<file path="src/hw/rtl/mfmt_pkg.sv">
// Package for the motor feedback multi-turn tracker.
// Holds the transaction payload types, the slot state entry and shared constants.
// No dependencies.
package mfmt_pkg;

  // First feedback identifier; identifiers above it select the following slots.
  localparam logic [10:0] FIRST_ID = 11'h201;

  // Width of the slot kind map and the number of slots it can describe.
  localparam int unsigned KIND_MAP_W = 44;
  localparam int unsigned MAP_SLOTS  = KIND_MAP_W / 2;

  // Reset values of the configuration registers.
  localparam logic [12:0] WRAP_THRESHOLD_RST    = 13'd5500;
  localparam logic [14:0] FEEDER_TURN_LIMIT_RST = 15'd10000;

  // Depth of the result queue in front of the output port.
  localparam int unsigned OUT_FIFO_DEPTH = 8;

  // Configuration register indexes.
  typedef enum logic [1:0] {
    CFG_SLOT_KIND_MAP     = 2'd0,
    CFG_WRAP_THRESHOLD    = 2'd1,
    CFG_FEEDER_TURN_LIMIT = 2'd2
  } mfmt_cfg_e;

  // Slot kinds as coded in the kind map.
  typedef enum logic [1:0] {
    KIND_NONE   = 2'd0,
    KIND_RAW    = 2'd1,
    KIND_GIMBAL = 2'd2,
    KIND_FEEDER = 2'd3
  } mfmt_kind_e;

  // One feedback frame.
  typedef struct packed {
    logic       bus_select;
    logic [10:0] frame_id;
    logic [7:0] byte0;
    logic [7:0] byte1;
    logic [7:0] byte2;
    logic [7:0] byte3;
    logic [7:0] byte4;
    logic [7:0] byte5;
    logic [7:0] byte6;
  } mfmt_in_t;

  // One tracker result.
  typedef struct packed {
    logic               handled;
    logic [4:0]         slot_index;
    logic [15:0]        raw_angle;
    logic signed [15:0] speed_value;
    logic signed [15:0] current_value;
    logic [7:0]         temperature;
    logic signed [15:0] turn_count;
    logic signed [31:0] position_counts;
    logic signed [15:0] reference_adjust_turns;
    logic signed [31:0] initial_offset_counts;
  } mfmt_out_t;

  // Per-slot state word kept in the slot RAM. The feeder offset is kept as the
  // turn count and angle it was taken from and is expanded on the way out.
  typedef struct packed {
    logic [15:0]        prev_angle;
    logic signed [15:0] turns;
    logic               offset_taken;
    logic signed [15:0] offset_turns;
    logic [15:0]        offset_angle;
  } mfmt_entry_t;

endpackage

</file>
<file path="src/hw/rtl/motor_feedback_multiturn_tracker_top.sv">
// Motor feedback multi-turn tracker: maps feedback frames to motor slots, unpacks
// them and keeps a per-slot turn count. Takes one frame every clock cycle; input
// stalls only when the eight-entry output queue, counting frames still in the
// pipeline, is full. The result of a frame passes the pipeline registers before it
// enters the output queue. Slot state lives in one RAM that is read when a frame is
// taken and written back in the following cycle, with the word being written
// forwarded to a frame that follows directly. Each slot has a valid flop cleared by
// reset, so the block is usable right after reset with no clearing pass.
// Depends on mfmt_pkg, mfmt_ram and mfmt_out_fifo.
module motor_feedback_multiturn_tracker_top #(
  parameter int unsigned SLOTS_PER_BUS   = 11,
  parameter int unsigned BUS_COUNT       = 2,
  parameter int unsigned COUNTS_PER_TURN = 8192
) (
  input  logic                clk_i,
  input  logic                rst_ni,
  // Configuration write port.
  input  logic                cfg_we_i,
  input  logic [1:0]          cfg_index_i,
  input  logic [43:0]         cfg_wdata_i,
  // Frame input.
  input  logic                in_valid_i,
  output logic                in_stall_o,
  input  mfmt_pkg::mfmt_in_t  in_data_i,
  // Result output.
  output logic                out_valid_o,
  input  logic                out_stall_i,
  output mfmt_pkg::mfmt_out_t out_data_o
);

  import mfmt_pkg::*;

  localparam int unsigned TOTAL_SLOTS = SLOTS_PER_BUS * BUS_COUNT;
  localparam int unsigned AW          = (TOTAL_SLOTS > 1) ? $clog2(TOTAL_SLOTS) : 1;
  localparam int unsigned FPW         = $clog2(OUT_FIFO_DEPTH);
  localparam logic [10:0] ID_END      = 11'(FIRST_ID + SLOTS_PER_BUS);
  localparam logic signed [17:0] CPT_S = 18'(COUNTS_PER_TURN);

  // ---------------------------------------------------------------------------
  // Configuration registers
  // ---------------------------------------------------------------------------
  logic [KIND_MAP_W-1:0] kind_map_q;
  logic [12:0]           wrap_thr_q;
  logic [14:0]           turn_lim_q;

  always_ff @(posedge clk_i or negedge rst_ni) begin
    if (!rst_ni) begin
      kind_map_q <= '0;
      wrap_thr_q <= WRAP_THRESHOLD_RST;
      turn_lim_q <= FEEDER_TURN_LIMIT_RST;
    end else if (cfg_we_i) begin
      unique case (cfg_index_i)
        CFG_SLOT_KIND_MAP:     kind_map_q <= cfg_wdata_i;
        CFG_WRAP_THRESHOLD:    wrap_thr_q <= cfg_wdata_i[12:0];
        CFG_FEEDER_TURN_LIMIT: turn_lim_q <= cfg_wdata_i[14:0];
        default: ;
      endcase
    end
  end

  // ---------------------------------------------------------------------------
  // Frame decode and slot RAM read
  // ---------------------------------------------------------------------------
  logic            in_accept;
  logic            id_ok, bus_ok, slot_ok, dec_handled;
  logic [4:0]      mslot, dec_slot;
  logic [5:0]      kind_pos;
  mfmt_kind_e      dec_kind;
  logic [AW-1:0]   rd_addr;

  assign in_accept = in_valid_i && !in_stall_o;

  always_comb begin
    id_ok    = (in_data_i.frame_id >= FIRST_ID) && (in_data_i.frame_id < ID_END);
    mslot    = 5'(in_data_i.frame_id - FIRST_ID);
    dec_slot = in_data_i.bus_select ? (mslot + 5'(SLOTS_PER_BUS)) : mslot;
    bus_ok   = (32'(in_data_i.bus_select) < BUS_COUNT);
    slot_ok  = (32'(dec_slot) < TOTAL_SLOTS) && (32'(dec_slot) < MAP_SLOTS);
    kind_pos = {dec_slot, 1'b0};
    dec_kind = KIND_NONE;
    if (slot_ok) begin
      dec_kind = mfmt_kind_e'(kind_map_q[kind_pos +: 2]);
    end
    dec_handled = id_ok && bus_ok && slot_ok && (dec_kind != KIND_NONE);
    rd_addr     = AW'(dec_slot);
  end

  // ---------------------------------------------------------------------------
  // Pipeline registers
  // ---------------------------------------------------------------------------
  logic               s1_v_q, s2_v_q, s3_v_q;
  logic               s1_handled_q, s2_handled_q, s3_handled_q;
  mfmt_kind_e         s1_kind_q;
  logic [4:0]         s1_slot_q, s2_slot_q, s3_slot_q;
  logic [AW-1:0]      s1_addr_q, s2_addr_q;
  mfmt_in_t           s1_in_q, s2_in_q, s3_in_q;
  logic               s1_ent_vld_q;
  logic               s2_wr_q;
  mfmt_entry_t        s2_ent_q;
  logic signed [15:0] s2_turns_q, s3_turns_q;
  logic signed [15:0] s2_adj_q, s3_adj_q;
  logic               s2_pos_en_q, s3_pos_en_q;
  logic               s2_off_en_q, s3_off_en_q;
  logic signed [31:0] s3_prod_q, s3_oprod_q;
  logic [15:0]        s3_oangle_q;

  logic [TOTAL_SLOTS-1:0] ent_vld_q;
  logic                   ram_we;
  mfmt_entry_t            ram_rdata, new_ent;

  mfmt_ram #(
    .WIDTH ($bits(mfmt_entry_t)),
    .DEPTH (TOTAL_SLOTS)
  ) u_slot_ram (
    .clk_i   (clk_i),
    .we_i    (ram_we),
    .waddr_i (s1_addr_q),
    .wdata_i (new_ent),
    .re_i    (in_accept),
    .raddr_i (rd_addr),
    .rdata_o (ram_rdata)
  );

  // ---------------------------------------------------------------------------
  // Stage 1: forward, count turns, build the write-back word
  // ---------------------------------------------------------------------------
  logic               fwd;
  mfmt_entry_t        base;
  logic signed [16:0] diff, thr_s, lim_s, turns_x;
  logic signed [15:0] turns_new, adj_new;
  logic               is_track, is_feeder;

  always_comb begin
    // The word written by the frame just ahead is not yet visible in the RAM.
    fwd  = s2_v_q && s2_wr_q && (s2_addr_q == s1_addr_q);
    base = fwd ? s2_ent_q : (s1_ent_vld_q ? ram_rdata : '0);

    is_track  = (s1_kind_q == KIND_GIMBAL) || (s1_kind_q == KIND_FEEDER);
    is_feeder = (s1_kind_q == KIND_FEEDER);

    // Jump against the previous angle decides a turn up or down.
    diff  = $signed({1'b0, s1_in_q.byte0, s1_in_q.byte1}) - $signed({1'b0, base.prev_angle});
    thr_s = $signed({4'b0, wrap_thr_q});
    if (diff < -thr_s) begin
      turns_new = base.turns + 16'sd1;
    end else if (diff > thr_s) begin
      turns_new = base.turns - 16'sd1;
    end else begin
      turns_new = base.turns;
    end

    // Feeder count beyond the limit is dropped and reported as an adjustment.
    adj_new = '0;
    lim_s   = $signed({2'b0, turn_lim_q});
    turns_x = 17'(turns_new);
    if (is_feeder && ((turns_x > lim_s) || (turns_x < -lim_s))) begin
      adj_new   = 16'sd0 - turns_new;
      turns_new = '0;
    end

    // Write-back word.
    new_ent            = base;
    new_ent.prev_angle = {s1_in_q.byte0, s1_in_q.byte1};
    if (is_track) begin
      new_ent.turns = turns_new;
    end
    if (is_feeder && !base.offset_taken) begin
      new_ent.offset_taken = 1'b1;
      new_ent.offset_turns = turns_new;
      new_ent.offset_angle = {s1_in_q.byte0, s1_in_q.byte1};
    end

    ram_we = s1_v_q && s1_handled_q;
  end

  // Slot valid flops: a slot never written reads as all zeros.
  always_ff @(posedge clk_i or negedge rst_ni) begin
    if (!rst_ni) begin
      ent_vld_q <= '0;
    end else if (ram_we) begin
      ent_vld_q[s1_addr_q] <= 1'b1;
    end
  end

  // ---------------------------------------------------------------------------
  // Stage 2: scale turn counts to encoder counts
  // ---------------------------------------------------------------------------
  logic signed [33:0] prod, oprod;

  always_comb begin
    prod  = s2_turns_q * CPT_S;
    oprod = s2_ent_q.offset_turns * CPT_S;
  end

  // ---------------------------------------------------------------------------
  // Stage 3: add the angle and build the result
  // ---------------------------------------------------------------------------
  mfmt_out_t res;

  always_comb begin
    res = '0;
    if (s3_handled_q) begin
      res.handled                = 1'b1;
      res.slot_index             = s3_slot_q;
      res.raw_angle              = {s3_in_q.byte0, s3_in_q.byte1};
      res.speed_value            = {s3_in_q.byte2, s3_in_q.byte3};
      res.current_value          = {s3_in_q.byte4, s3_in_q.byte5};
      res.temperature            = s3_in_q.byte6;
      res.turn_count             = s3_turns_q;
      res.reference_adjust_turns = s3_adj_q;
      if (s3_pos_en_q) begin
        res.position_counts = s3_prod_q + $signed({16'b0, s3_in_q.byte0, s3_in_q.byte1});
      end
      if (s3_off_en_q) begin
        res.initial_offset_counts = s3_oprod_q + $signed({16'b0, s3_oangle_q});
      end
    end
  end

  // Pipeline control.
  always_ff @(posedge clk_i or negedge rst_ni) begin
    if (!rst_ni) begin
      s1_v_q <= 1'b0;
      s2_v_q <= 1'b0;
      s3_v_q <= 1'b0;
    end else begin
      s1_v_q <= in_accept;
      s2_v_q <= s1_v_q;
      s3_v_q <= s2_v_q;
    end
  end

  // Pipeline payload.
  always_ff @(posedge clk_i) begin
    if (in_accept) begin
      s1_handled_q <= dec_handled;
      s1_kind_q    <= dec_kind;
      s1_slot_q    <= dec_slot;
      s1_addr_q    <= rd_addr;
      s1_in_q      <= in_data_i;
      s1_ent_vld_q <= dec_handled ? ent_vld_q[rd_addr] : 1'b0;
    end
    s2_handled_q <= s1_handled_q;
    s2_wr_q      <= s1_v_q && s1_handled_q;
    s2_slot_q    <= s1_slot_q;
    s2_addr_q    <= s1_addr_q;
    s2_in_q      <= s1_in_q;
    s2_ent_q     <= new_ent;
    s2_turns_q   <= is_track ? turns_new : '0;
    s2_adj_q     <= adj_new;
    s2_pos_en_q  <= is_track;
    s2_off_en_q  <= is_feeder;

    s3_handled_q <= s2_handled_q;
    s3_slot_q    <= s2_slot_q;
    s3_in_q      <= s2_in_q;
    s3_turns_q   <= s2_turns_q;
    s3_adj_q     <= s2_adj_q;
    s3_pos_en_q  <= s2_pos_en_q;
    s3_off_en_q  <= s2_off_en_q;
    s3_prod_q    <= prod[31:0];
    s3_oprod_q   <= oprod[31:0];
    s3_oangle_q  <= s2_ent_q.offset_angle;
  end

  // ---------------------------------------------------------------------------
  // Output queue and input flow control
  // ---------------------------------------------------------------------------
  logic [FPW:0]   fifo_cnt;
  logic [FPW+1:0] occupancy;

  mfmt_out_fifo #(
    .DEPTH (OUT_FIFO_DEPTH)
  ) u_out_fifo (
    .clk_i   (clk_i),
    .rst_ni  (rst_ni),
    .push_i  (s3_v_q),
    .data_i  (res),
    .valid_o (out_valid_o),
    .stall_i (out_stall_i),
    .data_o  (out_data_o),
    .count_o (fifo_cnt)
  );

  // Every frame in the pipeline already holds a queue place.
  assign occupancy = (FPW+2)'(fifo_cnt) + (FPW+2)'(s1_v_q) + (FPW+2)'(s2_v_q)
                   + (FPW+2)'(s3_v_q);
  assign in_stall_o = (occupancy >= (FPW+2)'(OUT_FIFO_DEPTH));

`ifndef SYNTH
  // Frames in flight never outnumber the queue places.
  a_occupancy: assert property (@(posedge clk_i) disable iff (!rst_ni)
    occupancy <= (FPW+2)'(OUT_FIFO_DEPTH))
    else $error("tracker: more frames in flight than output queue places");

  // A taken frame reaches the state update stage in the next cycle.
  a_accept_s1: assert property (@(posedge clk_i) disable iff (!rst_ni)
    in_accept |=> s1_v_q)
    else $error("tracker: accepted frame lost before stage one");

  // A slot written back is marked valid from then on.
  a_slot_valid: assert property (@(posedge clk_i) disable iff (!rst_ni)
    ram_we |=> ent_vld_q[$past(s1_addr_q)])
    else $error("tracker: written slot not marked valid");
`endif

endmodule

</file>
<file path="src/hw/rtl/mfmt_ram.sv">
// Generic single-port-write, single-port-read RAM with registered read data.
// No dependencies.
module mfmt_ram #(
  parameter int unsigned WIDTH = 8,
  parameter int unsigned DEPTH = 16,
  parameter int unsigned AW    = (DEPTH > 1) ? $clog2(DEPTH) : 1
) (
  input  logic             clk_i,
  input  logic             we_i,
  input  logic [AW-1:0]    waddr_i,
  input  logic [WIDTH-1:0] wdata_i,
  input  logic             re_i,
  input  logic [AW-1:0]    raddr_i,
  output logic [WIDTH-1:0] rdata_o
);

  logic [WIDTH-1:0] mem_q [DEPTH];
  logic [WIDTH-1:0] rdata_q;

  // A read of the address written in the same cycle returns the old word.
  always_ff @(posedge clk_i) begin
    if (we_i) begin
      mem_q[waddr_i] <= wdata_i;
    end
    if (re_i) begin
      rdata_q <= mem_q[raddr_i];
    end
  end

  assign rdata_o = rdata_q;

endmodule

</file>
<file path="src/hw/rtl/mfmt_out_fifo.sv">
// Result queue between the tracker pipeline and the output port.
// Depends on mfmt_pkg for the result payload type.
module mfmt_out_fifo #(
  parameter int unsigned DEPTH = 8,
  parameter int unsigned PW    = (DEPTH > 1) ? $clog2(DEPTH) : 1
) (
  input  logic                clk_i,
  input  logic                rst_ni,
  input  logic                push_i,
  input  mfmt_pkg::mfmt_out_t data_i,
  output logic                valid_o,
  input  logic                stall_i,
  output mfmt_pkg::mfmt_out_t data_o,
  output logic [PW:0]         count_o
);

  import mfmt_pkg::*;

  mfmt_out_t   mem_q [DEPTH];
  logic [PW-1:0] wr_ptr_q, wr_ptr_d;
  logic [PW-1:0] rd_ptr_q, rd_ptr_d;
  logic [PW:0]   cnt_q, cnt_d;
  logic          pop;

  assign valid_o = (cnt_q != '0);
  assign data_o  = mem_q[rd_ptr_q];
  assign count_o = cnt_q;
  assign pop     = valid_o && !stall_i;

  // Pointer and count update; the producer never pushes into a full queue.
  always_comb begin
    wr_ptr_d = wr_ptr_q;
    rd_ptr_d = rd_ptr_q;
    if (push_i) begin
      wr_ptr_d = (wr_ptr_q == PW'(DEPTH - 1)) ? '0 : wr_ptr_q + 1'b1;
    end
    if (pop) begin
      rd_ptr_d = (rd_ptr_q == PW'(DEPTH - 1)) ? '0 : rd_ptr_q + 1'b1;
    end
    cnt_d = cnt_q + (PW+1)'(push_i) - (PW+1)'(pop);
  end

  always_ff @(posedge clk_i or negedge rst_ni) begin
    if (!rst_ni) begin
      wr_ptr_q <= '0;
      rd_ptr_q <= '0;
      cnt_q    <= '0;
    end else begin
      wr_ptr_q <= wr_ptr_d;
      rd_ptr_q <= rd_ptr_d;
      cnt_q    <= cnt_d;
    end
  end

  // Storage needs no reset.
  always_ff @(posedge clk_i) begin
    if (push_i) begin
      mem_q[wr_ptr_q] <= data_i;
    end
  end

endmodule

</file>
<file path="config.mk">
export PLATFORM = sky130hd
export DESIGN_NAME = motor_feedback_multiturn_tracker_top
export DESIGN_NICKNAME = d
export VERILOG_FILES = /design/src/hw/rtl/mfmt_pkg.sv /design/src/hw/rtl/motor_feedback_multiturn_tracker_top.sv /design/src/hw/rtl/mfmt_ram.sv /design/src/hw/rtl/mfmt_out_fifo.sv
export SDC_FILE = /design/constraint.sdc
export NUM_CORES = 2
export LEC_CHECK = 0
export BUFFER_PORTS_ARGS = -buffer_cell sky130_fd_sc_hd__buf_4
export CORE_ASPECT_RATIO = 1.25
export CORE_UTILIZATION = 30
export DETAILED_ROUTE_END_ITERATION = 7
export PLACE_DENSITY = 0.45
export SLEW_MARGIN = 20
export SYNTH_ARGS = -nofsm -noshare
export SYNTH_HDL_FRONTEND = slang
export SYNTH_SLANG_ARGS = --single-unit
</file>
<file path="constraint.sdc">
create_clock -name clk_i -period 11.7 [get_ports clk_i]
set_input_delay 1.17 -clock clk_i [delete_from_list [all_inputs] [get_ports clk_i]]
set_output_delay 1.17 -clock clk_i [all_outputs]
set_load 0.02 [all_outputs]
</file>
# After elaboration in Yosys (flattened, before gate mapping)
# Memories as Yosys holds them, arrays and structs flattened. A register that Yosys moved wholly into a read port is not among the register bits.
# Index checks and enable logic that the tools add are counted.
# Widths: inputs -> output; s select.
# totals
ff_bits,478
latchBits,0
mem_bits_rw,2694
romBits,0
input_bits,119
output_inout_bits,160
wordCells,139
memories,2
# op_classes
n_addsub,17
mul,0
n_div,0
n_lt_le_gt_ge,11
n_eq_ne,7
shifts,1
mux,22
bitwise_logic,1
n_reduce_logical,22
# mem_list
name,depth,width,rd,rd_clocked_by_memory_dff,write_ports,line,text
u_slot_ram.mem_q,22,65,1,1,1,mfmt_ram.sv:17,logic [WIDTH-1:0] mem_q [DEPTH];
u_out_fifo.mem_q,8,158,1,0,1,mfmt_out_fifo.sv:19,mfmt_out_t mem_q [DEPTH];
# ops
cell,n
$mux 158,1
$mux 65,2
$mux 16,4
$mux 32,2
$add 29x17->30,2
$shiftx 44x7->2,1
$mux 33,1
$or 22x22->22,1
$gt 17x14->1,1
$lt 16x17->1,1
$lt 17x17->1,1
$neg 13->17,1
$neg 15->17,1
$sub 16x16->17,1
$add 16x2->16 const B,1
$gt 16x16->1,1
$sub 1x16->16 const A,1
$sub 16x2->16 const B,1
$lt 5x6->1 const B,2
$ge 11x10->1 const B,1
$logic_and 1x1->1,11
$lt 11x10->1 const B,1
$add 5x1->5,2
$add 3x1->3 const B,2
24 further kinds,38

# Logic depth before layout (Yosys ltp)
# logic_depth
word_depth,12
mapped_depth,43
mapped_depth_nobuf,34

# Hierarchy
# From an unflattened synthesis, not the netlist that was laid out.
# unflattened
cells_unflattened,6486
hier_area_um2,124176.6
# by_module_without_submodules
module,instances,cells_per_inst,area_each_um2,seq_area_each_um2
mfmt_ram,1,2793,56829.5,44893.1
mfmt_out_fifo,1,1884,47850.9,38206.6
motor_feedback_multiturn_tracker_top,1,1809,19496.2,9880.7

# Worst setup path before layout
# No wires, ideal clock.
# synth_timing
path_type,register to register
startpoint,register u_out_fifo.wr_ptr_q[1]
endpoint,memory u_out_fifo.mem_q[0][0] (netlist name) (enable)
setup_ns,0.856
arrival_ns,10.959
required_time_ns,10.844
slack_ns,-0.115
stages_incl_launch_ff,3
path_buffers,0
synth_period_minus_slack_ns,11.815
cell_sequence,dfrtp_1 > nand2b_1 > nor3_1
# synth_rtl
item,line,text
start: declaration,mfmt_out_fifo.sv:20,"logic [PW-1:0] wr_ptr_q, wr_ptr_d;"
start signal: assignment,mfmt_out_fifo.sv:49,wr_ptr_q <= wr_ptr_d;
end: declaration,mfmt_out_fifo.sv:19,
# Straight into the memory's write port.

==> reports/metrics.yaml <==
synth-main-ff-cell: "edfxtp_1"
yosysWarnings: 0
cp_max_fo: 45
synthesis.nets: 6622
grt_start_max_net_pins: 108
fin_crit_sh_pct: 91.2
drt_iter0_drc: 4627
layout-drive-gt1-share_pct: 27.2
routed_wl_um: 360000
crit_top_cell: "a21o_1"
power.leakage_nw: 47.2
die_y_um: 717
initial_core_util_pct: 30.1
viasPerCell: 4.97
critPathMaxStageDelay_ns: 0.80
rows: 262
grt_pass1_wl_um: 511000
drv_cap: 0
routabilityCongestion: 0.840
ys_ff_latch: 3173
grt_pass1_vias: 66600
crit_required_ns: 12.43
p_total_w: 0.0359
numPortBuffers: 278
root_buffer: "clkbuf_16"
dpl_cell_area_um2: 132000
drc: 0
ys_async_sr_fraction_pct: 3.37
worstReg2RegEnd: "u_slot_ram.mem_q[10][34]$_DFFE_PP_"
synth.avg_cell_area_um2: 19.2
stdcell_count: 12600
yosys.area.top_type: "edfxtp_1"
hold_viol_final: 0
postRouteAntennaNets: 0
ios: 279
fin_setup_tns_ns: 0
slew_headroom_pct: 23.3
synthCells: 6397
synthTopCellsByArea: "edfxtp_1, mux4_2, dfxtp_1"
clockPowerShare_pct: 28.5
r2r-start: "s1_addr_q[2]$_DFFE_PP_"
clock.fmax_mhz: 93.7
pwr_density_cell_nw_per_um2: 252
num-nets-final: 7100
clock_skew_ns: 0.0432
p_int_w: 0.0242
clk_pin_slew_worst_paths_ns: 0.06
dpl_worst_slack_ns: 0.648
die_w_um: 574
synth_cell_types: 91
p_seq_share_pct: 42.9
core_area_um2: 407000
cts_made_buffers: 328
tightest_slew_ns: 1.15
cts_num_sinks: 3173
post-cts-setup-buffer-count: 0
startpoint_type: "flip-flop"
stdcell_area_um2: 143000
r2r_setup_slack_ns: 1.03
arrival_ns: 11.41
worst_hold_path_type: "input pin to async pin"
htree_levels: 5
cts_tree: "yes"
end_kind: "flip-flop"
drv_slew: 0
reg2reg_depth: 34
status: "finished, final reports clean"
die_area_um2: 411000
place_inst: 12000
rsz0062_at_grt: "false"
hpwl_um: 205000
drt_pre_antenna_iters: 6
path_class: "flip-flop to flip-flop"
setup_viol: 0
fill_cells: 38000
wl_per_cell_um: 28.7
cts_buffer_depth: 4
clk_latency_ns: 0.91
switching_power_w: 0.0117
synth_edf_count: 2792
p_sw_share_pct: 32.5
grt_remaining_overflow: 0
crit_slowest_cell: "a221oi_2"
synth_seq_area_share_pct: 75.1
worst_slack_ns: 1.03
period_minus_slack_ns: 10.67
area_growth_pct: 16.4
grt_usage_pct: 17.3
comb_power_share_pct: 28.6
num_vias: 62400
antenna_found_initial: 24
ir_drop_mv: 0.198
synth.top_cell.area_share_pct: 68.4
synth_area_um2: 123000
-- synth_stat cells (all sizes together) (17+ instances only) --
cell type and instances:
a21o 27, dfrtp 94, o22ai 17, mux2 235, or2 27, ha 100
a31oi 33, edfxtp 2792, inv 72, a211oi 17, buf 103, a21oi 227
nand3 56, o21ai 102, dfxtp 274, xnor2 58, and2 110, nor2 122
mux4 648, and3 153, xor2 31, clkbuf 231, nor3 30, nor4 27
a311o 67, nand4 24, nand2 520
-- cells in the final DEF, fill, tap and decap left out, drive strengths merged, types with 94 or more instances in the layout --
master,instances
dfxtp,274
and2,110
edfxtp,2792
buf,482
clkbuf,445
nor2,122
mux4,648
ha,100
mux2,235
clkinv,113
dfrtp,94
a21oi,227
o21ai,102
and3,153
nand2,520
-- per-layer routing --
| metal | GRT usage, % | vias to the layer above | wire length [um] |
|---|---|---|---|
| met4 | 4.24 | 6 | 8730 |
| met2 | 31.4 | 1471 | 188000 |
| met5 | 0 | - | 41 |
| met1 | 21.6 | 33900 | 149000 |
| met3 | 2.40 | 430 | 15000 |
| li1 | - | 26600 | - |
-- per-stage QoR --
stage / hold slack [ns] / util (%)
2_1_floorplan: 0.310 / -
3_3_place_gp: 0.311 / 32.5
3_5_place_dp: 0.312 / 32.5
4_1_cts: 0.221 / 35.1
5_1_grt: 0.277 / 35.1
6_report: 0.271 / 35.1
-- cells by family after synthesis --
kind of cell / after synthesis / share of synthesized area, %
compound gates: 585 / 3.14
xor+xnor: 90 / 0.667
fa+ha+maj: 106 / 1.12
buf+inv: 406 / 1.27
flops: 3173 / 75.1
mux: 893 / 14.2
simple gates: 1144 / 4.56
-- repair_timing --
item                       4_1_cts  5_1_grt
resized for setup                0        1
setup endpoints to repair        0       12
hold buffers                     0        0
-- final cells by class --
cell class                 count  area, um^2  area share (%)
antenna                        6        15.0          0.0105
clock buffer                 445        9060            6.35
clock inverter               149        1280           0.899
inverter                      72         289           0.203
multi-input combinational   2818       29300            20.6
sequential                  3173       92000            64.5
tap                         5412        6770            4.75
timing repair buffer         482        3850            2.70
-- power by group through the flow --
stage / registers [W] / clock network, W / logic [W]
floorplan: 0.0153 / 0 / 0.00616
global placement: 0.0156 / 0 / 0.0103
detailed placement: 0.0156 / 0 / 0.0104
CTS: 0.0154 / 0.0105 / 0.0105
global route: 0.0155 / 0.0109 / 0.0110
finish: 0.0154 / 0.0102 / 0.0103
-- worst max path at each step --
stage,start,to,slack [ns],cells after the start
final,s1_addr_q[2]$_DFFE_PP_,u_slot_ram.mem_q[10][34]$_DFFE_PP_,1.03,34
after global routing,s1_addr_q[2]$_DFFE_PP_,u_slot_ram.mem_q[10][34]$_DFFE_PP_,0.15,34
after CTS,s2_v_q$_DFF_PN0_,u_slot_ram.mem_q[2][44]$_DFFE_PP_,0.66,33
after detailed placement,s2_v_q$_DFF_PN0_,u_slot_ram.mem_q[3][44]$_DFFE_PP_,0.65,33
after global placement,s2_v_q$_DFF_PN0_,u_slot_ram.mem_q[11][34]$_DFFE_PP_,0.79,33
after floorplan,s1_addr_q[2]$_DFFE_PP_,u_slot_ram.mem_q[0][45]$_DFFE_PP_,1.37,38
-- sequential cells by signal (all words and copies together), names as in the netlist, 13 cells and up --
name / flops
s2_adj_q: 16
new_ent: 16
s2_in_q: 40
turn_lim_q: 15
ent_vld_q: 22
s3_turns_q: 16
s3_in_q: 56
wrap_thr_q: 13
u_slot_ram.mem_q: 1430
kind_map_q: 44
s1_in_q: 40
s2_turns_q: 16
s3_oangle_q: 16
u_out_fifo.mem_q: 1232
s3_oprod_q: 16
s3_adj_q: 16
s2_ent_q: 65
u_slot_ram.rdata_o: 65
-- critical path: cells and delay by family, from the launching register on --
kind	cells	cell delay [ns]
AOI/OAI and AO/OA	18	4.86
xor gates and xnor gates	2	0.48
adders and majority gates	3	0.95
buffers and inverters	1	0.32
DFF	1	0.46
and+or+nand+nor	10	3.37
(Power assumes the default switching activity.)
